--- src/pca_pkg.sv ---
// Shared types and constants for the priority command arbiter.
`default_nettype none
package pca_pkg;

  localparam int NUM_SRC = 3;

  localparam int VEL_W  = 16;
  localparam int LIM_W  = 15;
  localparam int PRI_W  = 16;
  localparam int TMO_W  = 16;
  localparam int TIME_W = 48;
  localparam int IDX_W  = 2;
  localparam int CFG_IDX_W  = 3;
  localparam int CFG_DATA_W = 16;

  localparam logic [IDX_W-1:0] NO_SRC = 2'd3;

  localparam logic MODE_CMD  = 1'b0;
  localparam logic MODE_TICK = 1'b1;

  // Configuration register indexes
  localparam logic [CFG_IDX_W-1:0] REG_LIN_LIMIT = 3'd0;
  localparam logic [CFG_IDX_W-1:0] REG_ANG_LIMIT = 3'd1;
  localparam logic [CFG_IDX_W-1:0] REG_PRI0      = 3'd2;
  localparam logic [CFG_IDX_W-1:0] REG_PRI1      = 3'd3;
  localparam logic [CFG_IDX_W-1:0] REG_PRI2      = 3'd4;
  localparam logic [CFG_IDX_W-1:0] REG_TMO0      = 3'd5;
  localparam logic [CFG_IDX_W-1:0] REG_TMO1      = 3'd6;
  localparam logic [CFG_IDX_W-1:0] REG_TMO2      = 3'd7;

  // Reset values: 1.0 and 0.9 in Q4.12, priorities, 250 ms timeouts
  localparam logic [LIM_W-1:0] LIN_LIMIT_RST = 15'd4096;
  localparam logic [LIM_W-1:0] ANG_LIMIT_RST = 15'd3686;
  localparam logic signed [PRI_W-1:0] PRI0_RST = 16'sd100;
  localparam logic signed [PRI_W-1:0] PRI1_RST = 16'sd50;
  localparam logic signed [PRI_W-1:0] PRI2_RST = 16'sd10;
  localparam logic [TMO_W-1:0] TMO_RST = 16'd250;

  typedef struct packed {
    logic capture;  // register the accepted item
    logic store;    // apply a command item to the source table
    logic eval;     // register freshness and pairwise ranking
    logic load;     // write the selection into the output register
  } pca_cmd_t;

  typedef struct packed {
    logic is_tick;
  } pca_sts_t;

endpackage
`default_nettype wire

--- src/pca_ctrl.sv ---
// Controller state machine: sequences capture, store, evaluate and output load.
`default_nettype none
module pca_ctrl
  import pca_pkg::*;
(
  input  wire logic     clk,
  input  wire logic     rst_n,
  input  wire logic     in_valid,
  output logic          in_ready,
  output logic          out_valid,
  input  wire logic     out_ready,
  input  wire pca_sts_t sts,
  output pca_cmd_t      cmd
);

  localparam logic [1:0] ST_IDLE  = 2'd0;
  localparam logic [1:0] ST_STORE = 2'd1;
  localparam logic [1:0] ST_EVAL  = 2'd2;
  localparam logic [1:0] ST_PICK  = 2'd3;

  logic [1:0] state_r, state_nxt;
  logic       out_valid_r, out_valid_nxt;
  logic       out_free;

  assign in_ready  = (state_r == ST_IDLE);
  assign out_valid = out_valid_r;
  assign out_free  = !out_valid_r || out_ready;

  always_comb begin
    state_nxt     = state_r;
    out_valid_nxt = out_valid_r && !out_ready;
    cmd           = '0;
    case (state_r)
      ST_IDLE: begin
        if (in_valid) begin
          cmd.capture = 1'b1;
          state_nxt   = ST_STORE;
        end
      end
      ST_STORE: begin
        if (sts.is_tick) begin
          cmd.eval  = 1'b1;
          state_nxt = ST_PICK;
        end else begin
          cmd.store = 1'b1;
          state_nxt = ST_IDLE;
        end
      end
      ST_EVAL: begin
        state_nxt = ST_IDLE;
      end
      ST_PICK: begin
        // hold the selection until the output register is free
        if (out_free) begin
          cmd.load      = 1'b1;
          out_valid_nxt = 1'b1;
          state_nxt     = ST_IDLE;
        end
      end
      default: begin
        state_nxt = ST_IDLE;
      end
    endcase
  end

  always_ff @(posedge clk) begin
    if (!rst_n) begin
      state_r     <= ST_IDLE;
      out_valid_r <= 1'b0;
    end else begin
      state_r     <= state_nxt;
      out_valid_r <= out_valid_nxt;
    end
  end

endmodule
`default_nettype wire

--- src/pca_dp.sv ---
// Datapath: configuration, source table, freshness and ranking, output register.
`default_nettype none
module pca_dp
  import pca_pkg::*;
(
  input  wire logic                     clk,
  input  wire logic                     rst_n,
  input  wire pca_cmd_t                 cmd,
  output pca_sts_t                      sts,
  input  wire logic                     cfg_we,
  input  wire logic [CFG_IDX_W-1:0]     cfg_index,
  input  wire logic [CFG_DATA_W-1:0]    cfg_data,
  input  wire logic                     in_mode,
  input  wire logic [IDX_W-1:0]         in_source_index,
  input  wire logic signed [VEL_W-1:0]  in_linear_velocity_in,
  input  wire logic signed [VEL_W-1:0]  in_angular_velocity_in,
  input  wire logic                     in_not_finite,
  input  wire logic [TIME_W-1:0]        in_current_time,
  output logic signed [VEL_W-1:0]       out_linear_velocity_out,
  output logic signed [VEL_W-1:0]       out_angular_velocity_out,
  output logic [IDX_W-1:0]              out_selected_source,
  output logic                          out_source_changed
);

  // configuration
  logic [LIM_W-1:0]        lin_limit_r, ang_limit_r;
  logic signed [PRI_W-1:0] pri_r [NUM_SRC];
  logic [TMO_W-1:0]        tmo_r [NUM_SRC];

  // captured item
  logic                    mode_r;
  logic [IDX_W-1:0]        idx_r;
  logic signed [VEL_W-1:0] lin_r, ang_r;
  logic                    nf_r;
  logic [TIME_W-1:0]       now_r;

  // source table
  logic signed [VEL_W-1:0] st_lin_r [NUM_SRC];
  logic signed [VEL_W-1:0] st_ang_r [NUM_SRC];
  logic [TIME_W-1:0]       st_time_r [NUM_SRC];
  logic [NUM_SRC-1:0]      held_r;

  // evaluation
  logic [NUM_SRC-1:0] fresh_nxt, fresh_r;
  logic b01_nxt, b02_nxt, b12_nxt;
  logic b01_r, b02_r, b12_r;
  logic [NUM_SRC-1:0] win;
  logic [IDX_W-1:0]   sel_code;

  logic [IDX_W-1:0]        active_r;
  logic signed [VEL_W-1:0] out_lin_r, out_ang_r;
  logic [IDX_W-1:0]        out_sel_r;
  logic                    out_chg_r;

  logic signed [VEL_W-1:0] lin_clamped, ang_clamped;

  assign sts.is_tick = (mode_r == MODE_TICK);

  function automatic logic signed [VEL_W-1:0] clamp_mag(
    input logic signed [VEL_W-1:0] v,
    input logic [LIM_W-1:0]        lim
  );
    logic signed [VEL_W:0] vx;
    logic signed [VEL_W:0] lp;
    logic signed [VEL_W:0] r;
    vx = {v[VEL_W-1], v};
    lp = $signed({2'b00, lim});
    if (vx > lp) begin
      r = lp;
    end else if (vx < -lp) begin
      r = -lp;
    end else begin
      r = vx;
    end
    return r[VEL_W-1:0];
  endfunction

  assign lin_clamped = clamp_mag(lin_r, lin_limit_r);
  assign ang_clamped = clamp_mag(ang_r, ang_limit_r);

  always_ff @(posedge clk) begin
    if (!rst_n) begin
      lin_limit_r <= LIN_LIMIT_RST;
      ang_limit_r <= ANG_LIMIT_RST;
      pri_r[0]    <= PRI0_RST;
      pri_r[1]    <= PRI1_RST;
      pri_r[2]    <= PRI2_RST;
      tmo_r[0]    <= TMO_RST;
      tmo_r[1]    <= TMO_RST;
      tmo_r[2]    <= TMO_RST;
    end else if (cfg_we) begin
      case (cfg_index)
        REG_LIN_LIMIT: lin_limit_r <= cfg_data[LIM_W-1:0];
        REG_ANG_LIMIT: ang_limit_r <= cfg_data[LIM_W-1:0];
        REG_PRI0:      pri_r[0]    <= $signed(cfg_data);
        REG_PRI1:      pri_r[1]    <= $signed(cfg_data);
        REG_PRI2:      pri_r[2]    <= $signed(cfg_data);
        REG_TMO0:      tmo_r[0]    <= cfg_data;
        REG_TMO1:      tmo_r[1]    <= cfg_data;
        REG_TMO2:      tmo_r[2]    <= cfg_data;
        default: begin
        end
      endcase
    end
  end

  always_ff @(posedge clk) begin
    if (cmd.capture) begin
      mode_r <= in_mode;
      idx_r  <= in_source_index;
      lin_r  <= in_linear_velocity_in;
      ang_r  <= in_angular_velocity_in;
      nf_r   <= in_not_finite;
      now_r  <= in_current_time;
    end
  end

  always_ff @(posedge clk) begin
    if (!rst_n) begin
      held_r <= '0;
    end else if (cmd.store && idx_r != NO_SRC) begin
      // a non-finite command drops the source
      held_r[idx_r] <= !nf_r;
    end
  end

  always_ff @(posedge clk) begin
    if (cmd.store && idx_r != NO_SRC && !nf_r) begin
      st_lin_r[idx_r]  <= lin_clamped;
      st_ang_r[idx_r]  <= ang_clamped;
      st_time_r[idx_r] <= now_r;
    end
  end

  // age must lie in [0, timeout]
  always_comb begin
    for (int i = 0; i < NUM_SRC; i++) begin
      fresh_nxt[i] = held_r[i] && (now_r >= st_time_r[i]) &&
                     ((now_r - st_time_r[i]) <= {{(TIME_W-TMO_W){1'b0}}, tmo_r[i]});
    end
  end

  // lower index beats higher index unless strictly lower priority or older
  assign b01_nxt = (pri_r[0] > pri_r[1]) ||
                   ((pri_r[0] == pri_r[1]) && (st_time_r[0] >= st_time_r[1]));
  assign b02_nxt = (pri_r[0] > pri_r[2]) ||
                   ((pri_r[0] == pri_r[2]) && (st_time_r[0] >= st_time_r[2]));
  assign b12_nxt = (pri_r[1] > pri_r[2]) ||
                   ((pri_r[1] == pri_r[2]) && (st_time_r[1] >= st_time_r[2]));

  always_ff @(posedge clk) begin
    if (cmd.eval) begin
      fresh_r <= fresh_nxt;
      b01_r   <= b01_nxt;
      b02_r   <= b02_nxt;
      b12_r   <= b12_nxt;
    end
  end

  assign win[0] = fresh_r[0] && (!fresh_r[1] || b01_r) && (!fresh_r[2] || b02_r);
  assign win[1] = fresh_r[1] && (!fresh_r[0] || !b01_r) && (!fresh_r[2] || b12_r);
  assign win[2] = fresh_r[2] && (!fresh_r[0] || !b02_r) && (!fresh_r[1] || !b12_r);

  always_comb begin
    sel_code = NO_SRC;
    for (int i = NUM_SRC - 1; i >= 0; i--) begin
      if (win[i]) begin
        sel_code = IDX_W'(i);
      end
    end
  end

  always_ff @(posedge clk) begin
    if (!rst_n) begin
      active_r <= NO_SRC;
    end else if (cmd.load) begin
      active_r <= sel_code;
    end
  end

  always_ff @(posedge clk) begin
    if (cmd.load) begin
      out_sel_r <= sel_code;
      out_chg_r <= (sel_code != active_r);
      if (sel_code == NO_SRC) begin
        out_lin_r <= '0;
        out_ang_r <= '0;
      end else begin
        out_lin_r <= st_lin_r[sel_code];
        out_ang_r <= st_ang_r[sel_code];
      end
    end
  end

  assign out_linear_velocity_out  = out_lin_r;
  assign out_angular_velocity_out = out_ang_r;
  assign out_selected_source      = out_sel_r;
  assign out_source_changed       = out_chg_r;

endmodule
`default_nettype wire

--- src/priority_command_arbiter.sv ---
// Top level of the priority command arbiter.
//
// Input channel (in_valid/in_ready): one item per transfer. Mode 0 is a
// velocity command from source 0..2 (index 3 is dropped); it is clamped to
// the configured limits and stored with its time, or a non-finite command
// drops the source. Mode 1 is a publish tick.
// Output channel (out_valid/out_ready): one result per tick, none per command:
// selected velocities (zero when no source is fresh), source code (3 = none)
// and a flag for a change of source since the previous tick.
// Sequencing: a command passes through capture and store; a tick through
// capture, the freshness/ranking register and selection, which loads the
// output register. No new item is taken until the last one is through.
// The output register holds the result while the receiver stalls; the next
// item is taken meanwhile, and a following tick waits in its selection step
// until the output register is free.
// Reset (rst_n low, synchronous) restores the default registers, clears all
// held commands and sets the active source to none. The user must write
// configuration (cfg_we/cfg_index/cfg_data) only while idle; not enforced.
`default_nettype none
module priority_command_arbiter
  import pca_pkg::*;
(
  input  wire logic                     clk,
  input  wire logic                     rst_n,
  input  wire logic                     cfg_we,
  input  wire logic [CFG_IDX_W-1:0]     cfg_index,
  input  wire logic [CFG_DATA_W-1:0]    cfg_data,
  input  wire logic                     in_valid,
  output logic                          in_ready,
  input  wire logic                     in_mode,
  input  wire logic [IDX_W-1:0]         in_source_index,
  input  wire logic signed [VEL_W-1:0]  in_linear_velocity_in,
  input  wire logic signed [VEL_W-1:0]  in_angular_velocity_in,
  input  wire logic                     in_not_finite,
  input  wire logic [TIME_W-1:0]        in_current_time,
  output logic                          out_valid,
  input  wire logic                     out_ready,
  output logic signed [VEL_W-1:0]       out_linear_velocity_out,
  output logic signed [VEL_W-1:0]       out_angular_velocity_out,
  output logic [IDX_W-1:0]              out_selected_source,
  output logic                          out_source_changed
);

  pca_cmd_t cmd;
  pca_sts_t sts;

  pca_ctrl u_ctrl (
    .clk       (clk),
    .rst_n     (rst_n),
    .in_valid  (in_valid),
    .in_ready  (in_ready),
    .out_valid (out_valid),
    .out_ready (out_ready),
    .sts       (sts),
    .cmd       (cmd)
  );

  pca_dp u_dp (
    .clk                      (clk),
    .rst_n                    (rst_n),
    .cmd                      (cmd),
    .sts                      (sts),
    .cfg_we                   (cfg_we),
    .cfg_index                (cfg_index),
    .cfg_data                 (cfg_data),
    .in_mode                  (in_mode),
    .in_source_index          (in_source_index),
    .in_linear_velocity_in    (in_linear_velocity_in),
    .in_angular_velocity_in   (in_angular_velocity_in),
    .in_not_finite            (in_not_finite),
    .in_current_time          (in_current_time),
    .out_linear_velocity_out  (out_linear_velocity_out),
    .out_angular_velocity_out (out_angular_velocity_out),
    .out_selected_source      (out_selected_source),
    .out_source_changed       (out_source_changed)
  );

endmodule
`default_nettype wire

--- config.mk ---
export PLATFORM = sky130hd
export DESIGN_NAME = priority_command_arbiter
export DESIGN_NICKNAME = d
export VERILOG_FILES = /design/src/pca_pkg.sv /design/src/pca_ctrl.sv /design/src/pca_dp.sv /design/src/priority_command_arbiter.sv
export SDC_FILE = /design/constraint.sdc
export NUM_CORES = 1
export LEC_CHECK = 0
export ABC_AREA = 1
export BUFFER_PORTS_ARGS = -buffer_cell sky130_fd_sc_hd__buf_4
export CAP_MARGIN = 20
export CORE_MARGIN = 4
export CORE_UTILIZATION = 64
export DETAILED_ROUTE_END_ITERATION = 8
export GPL_ROUTABILITY_DRIVEN = 1
export HOLD_SLACK_MARGIN = 0.12
export MAX_ROUTING_LAYER = met4
export PLACE_DENSITY = 0.82
export SETUP_SLACK_MARGIN = 0.02
export SKIP_LAST_GASP = 1
export SYNTH_ARGS = -nofsm -noshare
export SYNTH_HDL_FRONTEND = slang
export SYNTH_SLANG_ARGS = --single-unit
--- constraint.sdc ---
create_clock -name clk -period 8.5 [get_ports clk]
set_input_delay 1.7 -clock clk [delete_from_list [all_inputs] [get_ports clk]]
set_output_delay 1.7 -clock clk [all_outputs]
set_load 0.05 [all_outputs]
==> run metrics <==
CTS Buffer Depth=3; Post-CTS Hold Fix Bufs=0; latest clock arrival within the worst-skew pair=between 600 and 700 ps; Setup Viol. Count Final=0; initial antenna violation count=0; LEAKAGE=roughly 19 nW; CP Max Fanout=4; Area Overhead vs Synth=10.6%; largest net degree at the start of global routing=a little under 70; max_cap viols=0; total chip power=6.54 mW; H-tree levels=2; total gr overflow=0; CTS sink count=approximately 500; Initial Utilization=0.652; Routed Antenna Nets=0; period utilisation layout=0.465; post-CTS sizing=0; DRC errors left=0; num rows=86; WL/cell=21.4 µm; I/O Pins=between 100 and 150; Worst EP required=~9000 ps; Num CTS Buffers=53; vias in the first global route=about 31,000; Post-CTS Setup Bufs=0; PD cells=163 nW/µm²; Post-Syn Area=36,200 µm²; placed cells=roughly 5,400; synth unique cells=58; core box area=about 56,000 µm²; Post-synth EDFFs=between 400 and 500; Fin. Hold Viols=0; Post-Syn Nets=around 5,100; critical setup path kind=reg -> reg; post-synthesis sequential area ratio=0.403; fillers=4,220; GRT Util Overall=0.390; hpwl dp=92.9 mm; nets@finish=roughly 5,200; Worst slew margin=0.309; Hold/Removal Path Class=reg -> reg; number of I/O port buffers=approximately 140; Mean Syn Cell Area=approximately 8 µm²; synthesized flop and latch total=499; Initial DRC Count=3,770; post-route setup TNS=0 ps; yosys warns=0; critical path launch point type=flip-flop; run status=complete, no violations; final wirelength=approximately 120 mm; ant diodes=0; Final Max Tran Viols=0; Pre-antenna DRT Iters=8; Setup Skew=~38 ps; Root Buffer=clkbuf_16; Place WS=around 4500 ps; Top FF cell, synth=edfxtp_1; die height=246 µm; Layout Cells excl Fill=between 5,000 and 6,000; Final Wtd Congestion=about 1.1; Max Clk Rate=between 200 and 300 MHz; CP endpoint kind=flip-flop; via count=around 33,000; clk slew on worst S/H paths=80 ps; Worst VDD drop=roughly 0.19 mV; fin crit period=3950 ps; RSZ-0062 raised after global routing=false; Crit path arrival time=roughly 4500 ps; Avg Vias per Cell=between 5 and 6; share of layout cells above drive strength 1=0.0749; Die Width=roughly 250 µm; Worst Tran Pin Value=a little over 1000 ps; first-pass GRT wire length=174 mm; Final WS setup=around 4600 ps; Die ar.=about 60,000 µm²; Synth Instances=around 4,500; asr flop ratio synth=0; CTS tree=done
-- sequential cells by signal, summed over array words and instances, names as in the netlist, 2 cells and up --
name and flops:
u_dp.out_angular_velocity_out 16, u_dp.out_linear_velocity_out 16, u_dp.st_lin_r 48, u_dp.pri_r 48, u_dp.idx_r 2, u_dp.now_r 48
u_dp.active_r 2, u_dp.tmo_r 48, u_dp.ang_r 16, u_dp.lin_limit_r 15, u_ctrl.state_r 2, u_dp.fresh_r 3
u_dp.out_selected_source 2, u_dp.held_r 3, u_dp.st_time_r 144, u_dp.st_ang_r 48, u_dp.ang_limit_r 15, u_dp.lin_r 16
-- cell type report --
cell class | instances | area (µm²) | share of cell area
multi-input cells | 3201 | 18600 | 0.466
flip-flops and latches | 499 | 14600 | 0.365
inverters | 755 | 2840 | 0.0709
clock buffers | 71 | 1480 | 0.0369
repair buffers | 159 | 1190 | 0.0298
well taps | 748 | 936 | 0.0234
clock inverters | 28 | 333 | 0.00832
-- Yosys cell counts (all sizes together) (25+ instances only) --
cell type / number / area, µm²
a21oi: 343 / 1720
edfxtp: 461 / 13800
o21ai: 189 / 965
dfxtp: 38 / 761
o21bai: 29 / 221
nand3b: 25 / 188
nand3: 177 / 896
nand4: 78 / 494
inv: 752 / 2820
nor2: 413 / 1590
nor3: 55 / 320
nand2: 1197 / 4560
clkbuf: 25 / 93.8
xor2: 61 / 534
a31o: 32 / 280
ha: 448 / 5610
-- cells by family (layout without fill, tap and decap cells) --
group,after synthesis,count (layout),share of synthesized area
and+or+nand+nor,1969,1969,0.227
buffers and inverters,792,1013,0.0828
AOI/OAI and AO/OA,704,704,0.112
DFF,499,499,0.403
adders and majority gates,451,451,0.157
xor gates and xnor gates,77,77,0.0186
-- final timing paths --
path | from | endpoint | slack (ps) | cells after the start
worst max-delay path | u_dp.now_r[0]$_DFFE_PP_ | u_dp.fresh_r[2]$_DFFE_PP_ | 4550 | 26
worst min-delay path | u_dp.held_r[0]$_SDFFE_PN0P_ | u_dp.held_r[0]$_SDFFE_PN0P_ | 480 | 2
worst max register to register | u_dp.now_r[0]$_DFFE_PP_ | u_dp.fresh_r[2]$_DFFE_PP_ | 4550 | 26
worst min register to register | u_dp.held_r[0]$_SDFFE_PN0P_ | u_dp.held_r[0]$_SDFFE_PN0P_ | 480 | 2
-- layout by cell type (no fill, tap or decap), drive strengths merged, types with 17 or more instances in the layout --
master  instances
inv           760
nor3           55
edfxtp        461
nand3b         25
o211ai         22
a21o           20
nand2        1197
nor2          413
dfxtp          38
clkbuf         71
o21a           17
a31o           32
o21ai         189
o21bai         29
ha            448
buf           159
xor2           61
a21oi         343
nand3         177
nand4          78
-- power breakdown --
group	internal, mW	switching [mW]	total [mW]	leakage, nW
sequential	2.80	0.0855	2.89	4.59
clock	1.36	1.05	2.41	0.874
combinational	0.416	0.822	1.24	13.6
-- worst max-delay path, stage by stage (launching register included) --
cell and delay [ps]:
edfxtp_1 440, inv_1 150, ha_1 220, inv_1 90, fa_1 460, nand3_1 110, nand3_1 110, nand2_1 90
nand2_1 110, nand2_1 100, nand2_2 90, xor2_1 170, ha_1 290, nand2_1 40, nor2_1 140, nand4_1 110
inv_1 100, nand4_1 120, nand2_1 110, nand2_1 60, nor2_1 180, nand3_1 130, nor2_1 100, nand3_1 70
nor2_1 100, nand3_1 70, nor2_1 100
-- metrics by stage --
step           area (µm²)  utilization  hold WS, ps
2_1_floorplan       36200            -          445
3_3_place_gp        38200        0.688          469
3_5_place_dp        38200        0.688          471
4_1_cts             40000        0.721          480
5_1_grt             40000        0.721          500
6_report            40000        0.721          477
-- routing by layer --
layer	share of wire	track usage	vias up
li1	-	-	15367
met5	0	-	-
met1	0.39	0.500	15161
met4	0.061	0.199	0
met2	0.45	0.605	1780
met3	0.096	0.0591	369
(Power assumes the default switching activity.)
